<file path="src/sv/spe_pkg.sv">
// Shared types, codes and constants for the stepper step-pulse engine.
// No dependencies; used by spe_pacer, spe_stepper and stepper_step_pulse_engine.
package spe_pkg;

  localparam int PERIOD_W   = 20;
  localparam int POS_W      = 32;
  localparam int TIME_W     = 64;
  localparam int ELAPSED_W  = 32;
  localparam int COIL_W     = 4;
  localparam int CFG_IDX_W  = 2;
  localparam int CFG_DATA_W = 32;
  localparam int IN_DATA_W  = 96;
  localparam int OUT_DATA_W = 40;

  localparam logic [PERIOD_W-1:0] PERIOD_RESET = 20'd25000;

  typedef enum logic [1:0] {
    MODE_IDLE      = 2'd0,
    MODE_TO_TARGET = 2'd1,
    MODE_FREE      = 2'd2
  } mode_t;

  typedef enum logic {
    OP_SAMPLE = 1'b0,
    OP_LOAD   = 1'b1
  } op_t;

  localparam logic [CFG_IDX_W-1:0] REG_PERIOD    = 2'd0;
  localparam logic [CFG_IDX_W-1:0] REG_MODE      = 2'd1;
  localparam logic [CFG_IDX_W-1:0] REG_DIRECTION = 2'd2;
  localparam logic [CFG_IDX_W-1:0] REG_TARGET    = 2'd3;

  typedef struct packed {
    logic             fire;
    logic             load;
    logic             due;
    logic [POS_W-1:0] new_position;
  } step_req_t;

  function automatic logic [COIL_W-1:0] coil_of(input logic [1:0] phase);
    logic [COIL_W-1:0] coil;
    case (phase)
      2'd0:    coil = 4'd10;
      2'd1:    coil = 4'd6;
      2'd2:    coil = 4'd5;
      default: coil = 4'd9;
    endcase
    return coil;
  endfunction

endpackage

</file>
<file path="src/sv/stepper_step_pulse_engine.sv">
// Channel  Dir  Bits  Contents (lowest bit first)
// s_*      in   96+1  tdata: sample_time[63:0], new_position[95:64]; tuser: operation
// m_*      out  40    tdata: stepped[0], coil_drive[4:1], position[36:5], zero pad
// cfg_*    in   2+32  cfg_index selects the register, cfg_data is the value
//
// One item per cycle while m_* is not stalled; each request passes through the input
// register and its result is registered onto m_*. The pacing compare, position
// compare and 64-bit time add all close between those two registers.
// Synchronous active-high reset clears timing, position and coils and restores config defaults.
// A stalled result holds the pipe; the input register refills when it drains.
// Top level of the stepper step-pulse engine; depends on spe_pkg, spe_pacer, spe_stepper.
module stepper_step_pulse_engine (
  input  logic                              clk,
  input  logic                              rst,
  input  logic                              s_tvalid,
  output logic                              s_tready,
  input  logic [spe_pkg::IN_DATA_W-1:0]     s_tdata,  // sample_time, new_position
  input  logic                              s_tuser,  // operation
  output logic                              m_tvalid,
  input  logic                              m_tready,
  output logic [spe_pkg::OUT_DATA_W-1:0]    m_tdata,  // stepped, coil_drive, position
  input  logic                              cfg_we,
  input  logic [spe_pkg::CFG_IDX_W-1:0]     cfg_index,
  input  logic [spe_pkg::CFG_DATA_W-1:0]    cfg_data
);

  logic [spe_pkg::PERIOD_W-1:0] pulse_period;
  logic [1:0]                   drive_mode;
  logic                         spin_direction;
  logic [spe_pkg::POS_W-1:0]    target_position;

  logic                         in_valid;
  logic                         in_op;
  logic [spe_pkg::TIME_W-1:0]   in_time;
  logic [spe_pkg::POS_W-1:0]    in_position;
  logic                         fire;
  logic                         due;
  spe_pkg::step_req_t           req;

  logic                         stepped_next;
  logic [spe_pkg::COIL_W-1:0]   coil_next;
  logic [spe_pkg::POS_W-1:0]    position_next;

  logic                         out_stepped;
  logic [spe_pkg::COIL_W-1:0]   out_coil;
  logic [spe_pkg::POS_W-1:0]    out_position;

  always_ff @(posedge clk) begin
    if (rst) begin
      pulse_period    <= spe_pkg::PERIOD_RESET;
      drive_mode      <= spe_pkg::MODE_IDLE;
      spin_direction  <= 1'b0;
      target_position <= '0;
    end else if (cfg_we) begin
      case (cfg_index)
        spe_pkg::REG_PERIOD:    pulse_period    <= cfg_data[spe_pkg::PERIOD_W-1:0];
        spe_pkg::REG_MODE:      drive_mode      <= cfg_data[1:0];
        spe_pkg::REG_DIRECTION: spin_direction  <= cfg_data[0];
        spe_pkg::REG_TARGET:    target_position <= cfg_data[spe_pkg::POS_W-1:0];
        default: ;
      endcase
    end
  end

  assign fire     = in_valid && (!m_tvalid || m_tready);
  assign s_tready = !in_valid || fire;

  always_ff @(posedge clk) begin
    if (rst) begin
      in_valid <= 1'b0;
    end else if (s_tready) begin
      in_valid <= s_tvalid;
    end
  end

  always_ff @(posedge clk) begin
    if (s_tvalid && s_tready) begin
      in_op       <= s_tuser;
      in_time     <= s_tdata[spe_pkg::TIME_W-1:0];
      in_position <= s_tdata[spe_pkg::TIME_W +: spe_pkg::POS_W];
    end
  end

  spe_pacer u_pacer (
    .clk          (clk),
    .rst          (rst),
    .fire         (fire),
    .op           (in_op),
    .sample_time  (in_time),
    .pulse_period (pulse_period),
    .due          (due)
  );

  always_comb begin
    req.fire         = fire;
    req.load         = (in_op == spe_pkg::OP_LOAD);
    req.due          = due;
    req.new_position = in_position;
  end

  spe_stepper u_stepper (
    .clk             (clk),
    .rst             (rst),
    .req             (req),
    .drive_mode      (drive_mode),
    .spin_direction  (spin_direction),
    .target_position (target_position),
    .stepped_next    (stepped_next),
    .coil_next       (coil_next),
    .position_next   (position_next)
  );

  always_ff @(posedge clk) begin
    if (rst) begin
      m_tvalid <= 1'b0;
    end else if (fire) begin
      m_tvalid <= 1'b1;
    end else if (m_tready) begin
      m_tvalid <= 1'b0;
    end
  end

  always_ff @(posedge clk) begin
    if (fire) begin
      out_stepped  <= stepped_next;
      out_coil     <= coil_next;
      out_position <= position_next;
    end
  end

  assign m_tdata = {3'b000, out_position, out_coil, out_stepped};

endmodule

</file>
<file path="src/sv/spe_pacer.sv">
// Pulse pacing: holds the last-pulse time and flags a due pulse per sample.
// Depends on spe_pkg.
module spe_pacer (
  input  logic                          clk,
  input  logic                          rst,
  input  logic                          fire,
  input  logic                          op,
  input  logic [spe_pkg::TIME_W-1:0]    sample_time,
  input  logic [spe_pkg::PERIOD_W-1:0]  pulse_period,
  output logic                          due
);

  logic [spe_pkg::TIME_W-1:0]    last_pulse_time;
  logic [spe_pkg::TIME_W-1:0]    last_pulse_time_next;
  logic [spe_pkg::ELAPSED_W-1:0] elapsed;
  logic [spe_pkg::ELAPSED_W-1:0] period_ext;
  logic [spe_pkg::ELAPSED_W-1:0] lateness;
  logic [spe_pkg::ELAPSED_W-1:0] half_period;

  always_comb begin
    period_ext  = {{(spe_pkg::ELAPSED_W-spe_pkg::PERIOD_W){1'b0}}, pulse_period};
    half_period = period_ext >> 1;
    elapsed     = sample_time[spe_pkg::ELAPSED_W-1:0]
                - last_pulse_time[spe_pkg::ELAPSED_W-1:0];
    lateness    = elapsed - period_ext;
    due         = (op == spe_pkg::OP_SAMPLE) && (elapsed >= period_ext);
    if (lateness < half_period) begin
      last_pulse_time_next = last_pulse_time
        + {{(spe_pkg::TIME_W-spe_pkg::PERIOD_W){1'b0}}, pulse_period};
    end else begin
      last_pulse_time_next = sample_time;
    end
  end

  always_ff @(posedge clk) begin
    if (rst) begin
      last_pulse_time <= '0;
    end else if (fire && due) begin
      last_pulse_time <= last_pulse_time_next;
    end
  end

endmodule

</file>
<file path="src/sv/spe_stepper.sv">
// Step decision and motor state: phase index, position and coil pattern.
// Depends on spe_pkg.
module spe_stepper (
  input  logic                          clk,
  input  logic                          rst,
  input  spe_pkg::step_req_t            req,
  input  logic [1:0]                    drive_mode,
  input  logic                          spin_direction,
  input  logic [spe_pkg::POS_W-1:0]     target_position,
  output logic                          stepped_next,
  output logic [spe_pkg::COIL_W-1:0]    coil_next,
  output logic [spe_pkg::POS_W-1:0]     position_next
);

  logic [1:0]                 phase_index;
  logic [1:0]                 phase_index_next;
  logic [spe_pkg::POS_W-1:0]  step_count;
  logic [spe_pkg::COIL_W-1:0] coil_pattern;
  logic                       fwd;
  logic                       back;

  always_comb begin
    fwd  = 1'b0;
    back = 1'b0;
    case (drive_mode)
      spe_pkg::MODE_FREE: begin
        fwd  = !spin_direction;
        back = spin_direction;
      end
      spe_pkg::MODE_TO_TARGET: begin
        fwd  = $signed(target_position) > $signed(step_count);
        back = $signed(target_position) < $signed(step_count);
      end
      default: begin
        fwd  = 1'b0;
        back = 1'b0;
      end
    endcase

    stepped_next     = 1'b0;
    phase_index_next = phase_index;
    position_next    = step_count;
    coil_next        = coil_pattern;
    if (req.load) begin
      position_next = req.new_position;
    end else if (req.due && fwd) begin
      stepped_next     = 1'b1;
      phase_index_next = phase_index + 2'd1;
      position_next    = step_count + 32'd1;
      coil_next        = spe_pkg::coil_of(phase_index_next);
    end else if (req.due && back) begin
      stepped_next     = 1'b1;
      phase_index_next = phase_index - 2'd1;
      position_next    = step_count - 32'd1;
      coil_next        = spe_pkg::coil_of(phase_index_next);
    end
  end

  always_ff @(posedge clk) begin
    if (rst) begin
      phase_index  <= '0;
      step_count   <= '0;
      coil_pattern <= '0;
    end else if (req.fire) begin
      phase_index  <= phase_index_next;
      step_count   <= position_next;
      coil_pattern <= coil_next;
    end
  end

endmodule

</file>
<file path="config.mk">
export PLATFORM = sky130hd
export DESIGN_NAME = stepper_step_pulse_engine
export DESIGN_NICKNAME = d
export VERILOG_FILES = /design/src/sv/spe_pkg.sv /design/src/sv/stepper_step_pulse_engine.sv /design/src/sv/spe_pacer.sv /design/src/sv/spe_stepper.sv
export SDC_FILE = /design/constraint.sdc
export NUM_CORES = 1
export LEC_CHECK = 0
export BUFFER_PORTS_ARGS = -buffer_cell sky130_fd_sc_hd__buf_2
export CAP_MARGIN = 20
export CORE_ASPECT_RATIO = 1.25
export CORE_MARGIN = 2
export CORE_UTILIZATION = 58
export CTS_BUF_LIST = sky130_fd_sc_hd__clkbuf_8 sky130_fd_sc_hd__clkbuf_16
export DETAILED_ROUTE_END_ITERATION = 12
export PLACE_DENSITY = 0.78
export SLEW_MARGIN = 0
export SYNTH_ARGS = -nofsm -noshare
export SYNTH_HDL_FRONTEND = slang
export SYNTH_HIERARCHICAL = 1
export SYNTH_SLANG_ARGS = --single-unit
</file>
<file path="constraint.sdc">
create_clock -name clk -period 13.1 [get_ports clk]
set_clock_uncertainty 0.1 [all_clocks]
set_input_delay 3.93 -clock clk [delete_from_list [all_inputs] [get_ports clk]]
set_output_delay 3.93 -clock clk [all_outputs]
set_load 0.1 [all_outputs]
</file>
; Word-level counts from Yosys, hierarchy flattened
; Index checks and enable logic that the tools add are counted.
; W data, S select, Z words.
[word_totals]
ff_bits = 293
latchBits = 0
ramBits = 0
romBits = 0
in_bits = 136
out_inout_bits = 42
wordCells = 75
mem_count = 0
[classes]
addsub = 7
mul = 0
div = 0
n_lt_le_gt_ge = 4
n_eq_ne = 9
shift = 0
n_mux = 17
n_bitwise = 1
reduce_logical = 21
[op_table]
columns = cell, count
row1 = $mux W32, 3
row2 = $add A64 B20 Y64, 1
row3 = $mux W64, 1
row4 = $add A32 B1 Y32 const B, 1
row5 = $ge A32 B20 Y1, 1
row6 = $gt A32 B32 Y1, 1
row7 = $lt A32 B19 Y1, 1
row8 = $lt A32 B32 Y1, 1
row9 = $sub A32 B1 Y32 const B, 1
row10 = $sub A32 B20 Y32, 1
row11 = $sub A32 B32 Y32, 1
row12 = $pmux W4 S3, 2
row13 = $mux W4, 3
row14 = $eq A2 B2 Y1 const B, 5
row15 = $eq A2 B1 Y1 const B, 4
row16 = $reduce_and A2 Y1, 4
row17 = $logic_and A1 B1 Y1, 6
row18 = $logic_not A2 Y1, 3
row19 = $mux W1, 4
row20 = $mux W2, 2
row21 = $pmux W1 S2, 2
row22 = $reduce_bool A2 Y1, 2
row23 = $logic_not A1 Y1, 3
row24 = $reduce_and A3 Y1, 1
row25 = 4 further kinds, 5

; Longest topological paths before layout
; Gate-level depths: netlist of run 1.
[depth]
ltp_word = 7
depth_mapped = 29
ltp_nobuf = 27

; Modules after synthesis
; The synthesis of run 1 kept the hierarchy.
[modules_own_cells]
columns = module, n_inst, cells_per_inst, area_each_um2, seq_area_each_um2
row1 = stepper_step_pulse_engine, 1, 374, 6481.2, 5165.0
row2 = spe_pacer, 1, 821, 6152.2, 640.6
row3 = spe_stepper, 1, 666, 4728.3, 760.7

; Least setup slack after synthesis of run 1
; OpenSTA, ideal clock, no wires.
[synth_timing]
kind = input port to output port
from = in m_tready
to = out s_tready
arrival_ns = 4.751
required_time_ns = 9.070
slack_ns = 4.319
path_stages = 1
path_buffers = 0
path_cell_list = nand3b_1
[synth_via]
elab_chain_len = 3
[synth_lines]
columns = element, line_no
row1 = from (decl), stepper_step_pulse_engine.sv:20  ; input logic m_tready,
row2 = $logic_or A1 B1 Y1, stepper_step_pulse_engine.sv:65  ; assign fire = in_valid && (!m_tvalid || m_tready);
row3 = $logic_and A1 B1 Y1, stepper_step_pulse_engine.sv:65
row4 = $logic_or A1 B1 Y1, stepper_step_pulse_engine.sv:66  ; assign s_tready = !in_valid || fire;
row5 = to (decl), stepper_step_pulse_engine.sv:16  ; output logic s_tready,
; Every way passes these cells.

; Worst setup path after layout of run 1
; Same ends and word-level chain as after synthesis.

==> run metrics, run 1 <==
reg2reg start in_time[6]$_DFFE_PP_; minimum clock period 8609 ps; WL per Instance 18.70 µm; Final Hold Viols 0; hold depth 2; total number of vias 14.23k; Cell Count, Final, Fillers Out 2289; RSZ-0062 raised after global routing no; worst hold path type reg2reg; VDD IR max 0.0001217 V; height of the die 192.0 µm; Hold Path Origin u_stepper/coil_pattern[2]$_SDFFE_PP0P_; initial antenna violation count 0; R2R cell count 23; placed cell count 2243; antenna cells 0; DRT iter0 DRCs 913; number of global-route vias before repair 13.89k; leakage power 7.124 nW; DRC 0; Post-Syn Area per Cell 8.967 µm²; Worst R2R End u_stepper/step_count[21]$_SDFFE_PP0P_; Fillers 2305; Post-Syn Area 16400 µm²; register clock-pin slew on the reported worst setup and hold paths 60 ps; PortBufs 142; Final Setup Violations 0; row count 68; grt ovf 0; Crit Path Category in2out; Post-Route WL 42.80 mm; Routed Antenna Nets 0; CTS tree built; setup_tns 0 ps; CTS Sinks 229; Critical Path AT 4580 ps; H-tree depth 1; Num CTS Buffers 25; Die ar. 29650 µm²; clock root cell clkbuf_16; Multi-input gate area 9887 µm²; drt pass-1 iters 5; DR vias/cell 6.215; Initial Util 0.5913; pre-CTS setup slack 4492 ps; GRT Resource Usage Total 0.2832; global-route wire length before repair 68.28 mm; layout cells sized above 1 0.1325; placeable core area 27740 µm²; Setup crit start kind primary input; Post-CTS Resized 0; Ys Warns 6; Post CTS Setup Buffer Count 0; io pins 178; Die X 154.4 µm; worst-margin pin slew 1235 ps; FF+latch area 5605 µm²; final worst slack 4491 ps; Hold EP u_stepper/coil_pattern[2]$_SDFFE_PP0P_; DP Wirelength 31.34 mm; total power 2.140 mW; Slew Viols, Final 0; CP endpoint kind primary output; Max-Slew Margin vs Limit 0.1729; area grow syn2layout 9.963%; RePlAce Congestion 0.9508; Post-Synthesis Cells 1829; CP max FO 3; NumNets Final 2186; outcome finished, final reports clean; CTS hold repair buffers 0; Max Fclk 116.2 MHz; fin crit share 0.6571; CTS max path bufs 3; Max Cap Viol 0; Power Density 118.7 nW/µm²; worst skew pair latency 550 ps; largest net degree at the start of global routing 101; CP Data Required Time 9070 ps; Worst R2R Setup Slack 5710 ps
==> final cells by class <==
type / count / share of cell area
sequential: 229 / 0.3108
inverter: 121 / 0.02518
multi-input combinational: 1390 / 0.5482
tap: 350 / 0.02428
clock buffer: 29 / 0.03837
clock inverter: 17 / 0.009019
timing repair buffer: 153 / 0.04412
==> where the power goes <==
part	switching [mW]	internal, mW
Clock	0.299	0.436
Sequential	0.0278	0.786
Combinational	0.366	0.226
==> per-layer routing <==
metal | routed length [µm] | global-route usage
met5 | 0 | 0
met4 | 2378 | 0.1581
met3 | 2023 | 0.03159
met2 | 21120 | 0.5105
met1 | 17280 | 0.3275
==> metrics by stage <==
stage | hold slack (ps) | cell area, µm² | utilization
finish | 361.1 | 18030 | 0.6502
floorplan | 332.2 | 16410 | -
CTS | 363.0 | 18030 | 0.6502
global route | 382.9 | 18030 | 0.6502
global placement | 339.7 | 17180 | 0.6194
detailed placement | 354.7 | 17180 | 0.6194
==> sequential cells by signal, summed over array words and instances, names as in the netlist <==
register / flops
u_pacer/last_pulse_time: 32
in_valid: 1
out_stepped: 1
in_position: 32
u_stepper/step_count: 32
m_tvalid: 1
pulse_period: 20
spin_direction: 1
out_coil: 4
in_time: 32
u_stepper/coil_pattern: 4
in_op: 1
target_position: 32
out_position: 32
u_stepper/phase_index: 2
drive_mode: 2
==> worst max-delay path: stages <==
cell and delay [ps]:
buf_2 80, nand3b_1 130, buf_2 440
==> worst max path at each step <==
stage                        start        to  slack (ps)  cells after the start
after global routing      m_tready  s_tready        4440                      3
after detailed placement  m_tready  s_tready        4490                      3
after floorplan           m_tready  s_tready        4320                      1
after global placement    m_tready  s_tready        4500                      3
after CTS                 m_tready  s_tready        4490                      3
final                     m_tready  s_tready        4490                      3
==> layout by cell type (no fill, tap or decap), types with 12 or more instances in the layout <==
cell,instances
nor2b_1,16
mux2i_1,83
xor2_1,23
edfxtp_1,102
a41oi_1,12
o211ai_1,17
a211o_1,13
nand2_1,119
nor3_1,49
a31oi_1,32
and3_1,18
nand4_1,38
nand3_1,60
a211oi_1,36
mux2_2,18
buf_2,141
a21oi_1,99
nand2b_1,95
nor2_1,130
or4_1,13
clkbuf_16,26
ha_1,127
and2_1,12
or3_1,19
inv_1,123
xnor2_1,56
dfxtp_1,127
a21o_1,39
o21a_1,19
buf_4,12
o21ai_0,66
nor4_1,12
Power figures use the tool's default switching activity.
==> run 2, diff against run 1 <==
--- a/config.mk
+++ b/config.mk
@@ -5,14 +5,15 @@
 export SDC_FILE = /design/constraint.sdc
 export NUM_CORES = 1
 export LEC_CHECK = 0
+export ABC_AREA = 1
 export BUFFER_PORTS_ARGS = -buffer_cell sky130_fd_sc_hd__buf_2
 export CAP_MARGIN = 20
 export CORE_ASPECT_RATIO = 1.25
 export CORE_MARGIN = 2
-export CORE_UTILIZATION = 58
+export CORE_UTILIZATION = 55
 export CTS_BUF_LIST = sky130_fd_sc_hd__clkbuf_8 sky130_fd_sc_hd__clkbuf_16
 export DETAILED_ROUTE_END_ITERATION = 12
-export PLACE_DENSITY = 0.78
+export PLACE_DENSITY = 0.77
 export SLEW_MARGIN = 0
 export SYNTH_ARGS = -nofsm -noshare
 export SYNTH_HDL_FRONTEND = slang
==> constraint.sdc (replaced) <==
create_clock -name clk -period 7.05 [get_ports clk]
set_clock_uncertainty 0.1 [all_clocks]
set_input_delay 2.115 -clock clk [delete_from_list [all_inputs] [get_ports clk]]
set_output_delay 2.115 -clock clk [all_outputs]
set_load 0.1 [all_outputs]
==> run metrics, run 2 <==
outcome finished, final reports clean; Post CTS Setup Buffer Count 0 (unchanged); CP max FO 10 (+7); PortBufs 142 (unchanged); CP endpoint kind flop; Final Setup Violations 0 (unchanged); CP max stage cell fa_1; Final Hold Slack 405.9 ps (+44.81 ps); Post-Route WL 51.04 mm (+19%); Crit path largest cell delay 430 ps (about the same); Final Util 0.6153 (-0.03496); DR vias/cell 5.345 (-14%); height of the die 205.1 µm (+6.8%); antenna cells 0 (unchanged); Slew Viols, Final 0 (unchanged); row count 73 (+7.4%); grt ovf 0 (unchanged); global-route wire length before repair 80.58 mm (+18%); fin crit share 0.8471; Max Cap Viol 0 (unchanged); CTS Sinks 229 (unchanged); initial antenna violation count 0 (unchanged); RSZ-0062 raised after global routing no; Cell Count, Final, Fillers Out 3209 (+40%); total number of vias 17.15k (+21%); number of global-route vias before repair 16.34k (+18%); most frequent cells in the layout nand2_1, inv_1, nand3_1, nor2_1, a21oi_1; Power Density 221.9 nW/µm² (+87%); minimum clock period 5972 ps; RePlAce Congestion 0.9525 (+0.18%); drt pass-1 iters 7 (+2); Ys Warns 6 (unchanged); CTS max path bufs 3 (unchanged); Max-Slew Margin vs Limit 0.3779 (+0.2050); Post-Syn Area 17790 µm² (+8.5%); Initial Util 0.5582 (-0.03315); GRT Resource Usage Total 0.3020 (+0.01878); leakage power 10.19 nW (+43%); Post-Syn Area per Cell 6.666 µm² (-26%); pre-CTS setup slack 1271 ps (-3221 ps); Post-CTS Resized 0 (unchanged); DRT iter0 DRCs 1044 (+14%); clock root cell clkbuf_16; Post-Place Cell Area 18640 µm² (+8.5%); CP Data Required Time 7390 ps (-1680 ps); largest net degree at the start of global routing 80 (-21%); Die ar. 33810 µm² (+14%); worst skew pair latency 560 ps (about the same); placed cell count 3159 (+41%); io pins 178 (unchanged); CTS hold repair buffers 0 (unchanged); Post-Synthesis Cells 2669 (+46%); NumNets Final 3043 (+39%); CTS tree built; placeable core area 31880 µm² (+15%); WL per Instance 15.90 µm (-15%); worst-margin pin slew 933.2 ps (-301.7 ps); H-tree depth 1 (unchanged); Routed Antenna Nets 0 (unchanged); final worst slack 1078 ps (-3413 ps); Die X 164.9 µm (+6.8%); DP Wirelength 39.08 mm (+25%); Max Fclk 167.5 MHz; area grow syn2layout 10.23%; worst hold path type reg2reg; DRC 0 (unchanged); layout cells sized above 1 0.1033 (-0.02922); Critical Path AT 6310 ps (+1730 ps); Num CTS Buffers 26 (+4.0%); cell area after layout 19610 µm² (+8.7%); commonest non-fill, non-tap cell in the layout nand2_1; Worst R2R Setup Slack 1080 ps (-4630 ps); VDD IR max 0.0002404 V (+98%); total power 4.353 mW (+100%); Crit Path Category reg2reg; Final Hold Viols 0 (unchanged); setup_tns 0 ps (unchanged); Setup crit start kind flop; register clock-pin slew on the reported worst setup and hold paths 60 ps (about the same)
[run 2: cell type report]
class                           count  area (µm²)
Fill cell                        2934       12260
Multi-Input combinational cell   1927       10070
Sequential cell                   229        5605
Inverter                          437        1655
Timing Repair Buffer              156       855.8
Clock buffer                       27       675.6
Tap cell                          412       515.5
Clock inverter                     21       239.0
[run 2: final timing paths]
kind | startpoint | to | cells past startpoint
worst max register to register | in_time[0]$_DFFE_PP_ | u_stepper/step_count[30]$_SDFFE_PP0P_ | 38
worst min-delay path | u_stepper/phase_index[1]$_SDFFE_PP0P_ | u_stepper/phase_index[1]$_SDFFE_PP0P_ | 2
worst min register to register | u_stepper/phase_index[1]$_SDFFE_PP0P_ | u_stepper/phase_index[1]$_SDFFE_PP0P_ | 2
worst max-delay path | in_time[0]$_DFFE_PP_ | u_stepper/step_count[30]$_SDFFE_PP0P_ | 38
[run 2: layer usage]
layer	track usage	vias to the layer above	routed length, µm
met3	0.02875	127	2293
li1	-	8717	-
met4	0.1711	0	3106
met2	0.5496	500	25650
met5	0	-	0
met1	0.3420	7808	19990
[run 2: power breakdown]
group	switching, mW	internal, mW	leakage (nW)	total, mW
combinational	0.925	0.446	7.70	1.37
clock	0.570	0.879	0.463	1.45
sequential	0.0614	1.47	2.03	1.53
total	1.56	2.80	10.2	4.35
[run 2: critical path, delay by kind of cell (launching register included)]
kind,cells,cell delay [ps]
buf+inv,8,1150
simple gates,26,2980
flops,1,340
xor+xnor,1,350
fa+ha+maj,3,930
==> run 3, diff against run 2 <==
--- a/config.mk
+++ b/config.mk
@@ -10,7 +10,7 @@
 export CAP_MARGIN = 20
 export CORE_ASPECT_RATIO = 1.25
 export CORE_MARGIN = 2
-export CORE_UTILIZATION = 55
+export CORE_UTILIZATION = 58
 export CTS_BUF_LIST = sky130_fd_sc_hd__clkbuf_8 sky130_fd_sc_hd__clkbuf_16
 export DETAILED_ROUTE_END_ITERATION = 12
 export PLACE_DENSITY = 0.77
==> constraint.sdc (replaced) <==
create_clock -name clk -period 5.5 [get_ports clk]
set_clock_uncertainty 0.1 [all_clocks]
set_input_delay 1.65 -clock clk [delete_from_list [all_inputs] [get_ports clk]]
set_output_delay 1.65 -clock clk [all_outputs]
set_load 0.1 [all_outputs]
==> run metrics, run 3 (synthesis results as in run 2) <==
outcome finished, final reports clean; commonest non-fill, non-tap cell in the layout nand2_1; Post-Route WL 52.72 mm (+3.3%); Crit path largest cell delay 440 ps (about the same); Slew Viols, Final 0 (unchanged); Initial Util 0.5908 (+0.03265); CP Buf/Inv Count 9 (+1); area grow syn2layout 13.37%; delay-heaviest family, CP simple AND/OR/NAND/NOR gates; initial antenna violation count 1 (+1); layout cells sized above 1 0.1311 (+0.02774); Crit Path Category reg2reg; leakage power 10.47 nW (+2.7%); largest net degree at the start of global routing 65 (-19%); Final Setup Violations 0 (unchanged); worst hold path type reg2reg; CTS hold repair buffers 0 (unchanged); number of global-route vias before repair 16.67k (+2.0%); WL per Instance 16.22 µm (+2.0%); CP Data Required Time 5700 ps (-1690 ps); drt pass-1 iters 5 (-2); pre-CTS setup slack 77.00 ps (-1194 ps); height of the die 199.8 µm (-2.6%); final worst slack 348.7 ps (-729.3 ps); CP endpoint kind flop; Routed Antenna Nets 0 (unchanged); worst-margin pin slew 917.9 ps (-15.31 ps); clock root cell clkbuf_16; PortBufs 142 (unchanged); Max-Slew Margin vs Limit 0.3872 (+0.009312); Max Fclk 194.1 MHz (+16%); Fillers 2722 (-7.2%); CP max stage cell fa_2; grt ovf 0 (unchanged); Worst R2R Setup Slack 350 ps (-730 ps); global-route wire length before repair 82.24 mm (+2.1%); io pins 178 (unchanged); minimum clock period 5151 ps (-820.7 ps); Num CTS Buffers 26 (unchanged); CP most frequent cell nand2_1; NumNets Final 3092 (+1.6%); CTS tree built; Setup crit start kind flop; most frequent cells in the layout nand2_1, inv_1, nand3_1, nor2_1, a21oi_1; Power Density 275.3 nW/µm² (+24%); Die X 160.7 µm (-2.6%); Die ar. 32100 µm² (-5.1%); CP max FO 15 (+5); CTS Sinks 229 (unchanged); Final Util 0.6698 (+0.05452); H-tree depth 1 (unchanged); worst skew pair latency 540 ps (-20 ps); VDD IR max 0.0002665 V (+11%); DRC 0 (unchanged); Final Hold Viols 0 (unchanged); placeable core area 30120 µm² (-5.5%); DRT iter0 DRCs 1134 (+8.6%); setup_tns 0 ps (unchanged); RePlAce Congestion 0.9502 (-0.24%); Critical Path AT 5350 ps (-960 ps); DP Wirelength 41.09 mm (+5.2%); Max Cap Viol 0 (unchanged); CTS max path bufs 3 (unchanged); fin crit share 0.9366 (+0.08951); DR vias/cell 5.335 (-0.18%); row count 71 (-2.7%); register clock-pin slew on the reported worst setup and hold paths 60 ps (about the same); GRT Resource Usage Total 0.3223 (+0.02033); total number of vias 17.34k (+1.1%)
run 3: cell types whose count changed in the layout (fill, tap and decap cells not counted), sizes merged:
cell      delta
buf         +49
inv          +4
bufinv       -3
clkbuf       +2
clkinv       -2
diode        +2
clkinvlp     -1
run 3: worst paths after layout:
kind	from	endpoint	cells after the start
max	in_time[0]$_DFFE_PP_	out_coil[3]$_DFFE_PP_	33
min	u_stepper/phase_index[1]$_SDFFE_PP0P_	u_stepper/phase_index[1]$_SDFFE_PP0P_	2
max reg2reg	in_time[0]$_DFFE_PP_	out_coil[3]$_DFFE_PP_	33
min reg2reg	u_stepper/phase_index[1]$_SDFFE_PP0P_	u_stepper/phase_index[1]$_SDFFE_PP0P_	2
run 3: worst register-to-register path: cells and delay by family (launching register included):
family,cells,cell delay [ps]
compound gates,1,230
xor+xnor,1,90
fa+ha+maj,3,1030
buf+inv,9,1050
flops,1,360
simple gates,19,2060
run 3: metal layers:
| metal | GRT usage | vias up | share of wire |
|---|---|---|---|
| li1 | - | 8820 | - |
| met1 | 0.3540 | 7943 | 0.39 |
| met2 | 0.6058 | 447 | 0.51 |
| met3 | 0.02665 | 125 | 0.043 |
| met4 | 0.1972 | 0 | 0.061 |
| met5 | 0 | - | 0 |
run 3: cell type report:
type                            instances  area (µm²)  share of cell area
Antenna cell                            2       5.005           0.0002481
Clock buffer                           29       703.2             0.03486
Clock inverter                         19       146.4            0.007258
Inverter                              437        1655             0.08207
Multi-Input combinational cell       1927       10280              0.5098
Sequential cell                       229        5605              0.2779
Tap cell                              401       501.7             0.02487
Timing Repair Buffer                  205        1270             0.06296
run 3: metrics by stage:
stage,instance area (µm²),hold WS (ps),instances,power (mW)
CTS,19850,395.5,3239,5.520
global route,20170,421.1,3248,5.877
global placement,19000,365.8,3191,3.751
finish,20170,399.5,3249,5.553
floorplan,17800,344.8,2671,3.293
detailed placement,19000,387.5,3191,3.788
run 3: where the power goes:
part / leakage, nW / switching (mW) / internal (mW)
Combinational: 7.99 / 1.21 / 0.652
Clock: 0.449 / 0.716 / 1.01
Sequential: 2.03 / 0.0802 / 1.89
Total: 10.5 / 2.00 / 3.55
run 3: what timing repair did:
item	4_1_cts	5_1_grt
gates resized for setup	0	44
endpoints found under the setup margin	0	107
setup buffers	0	6
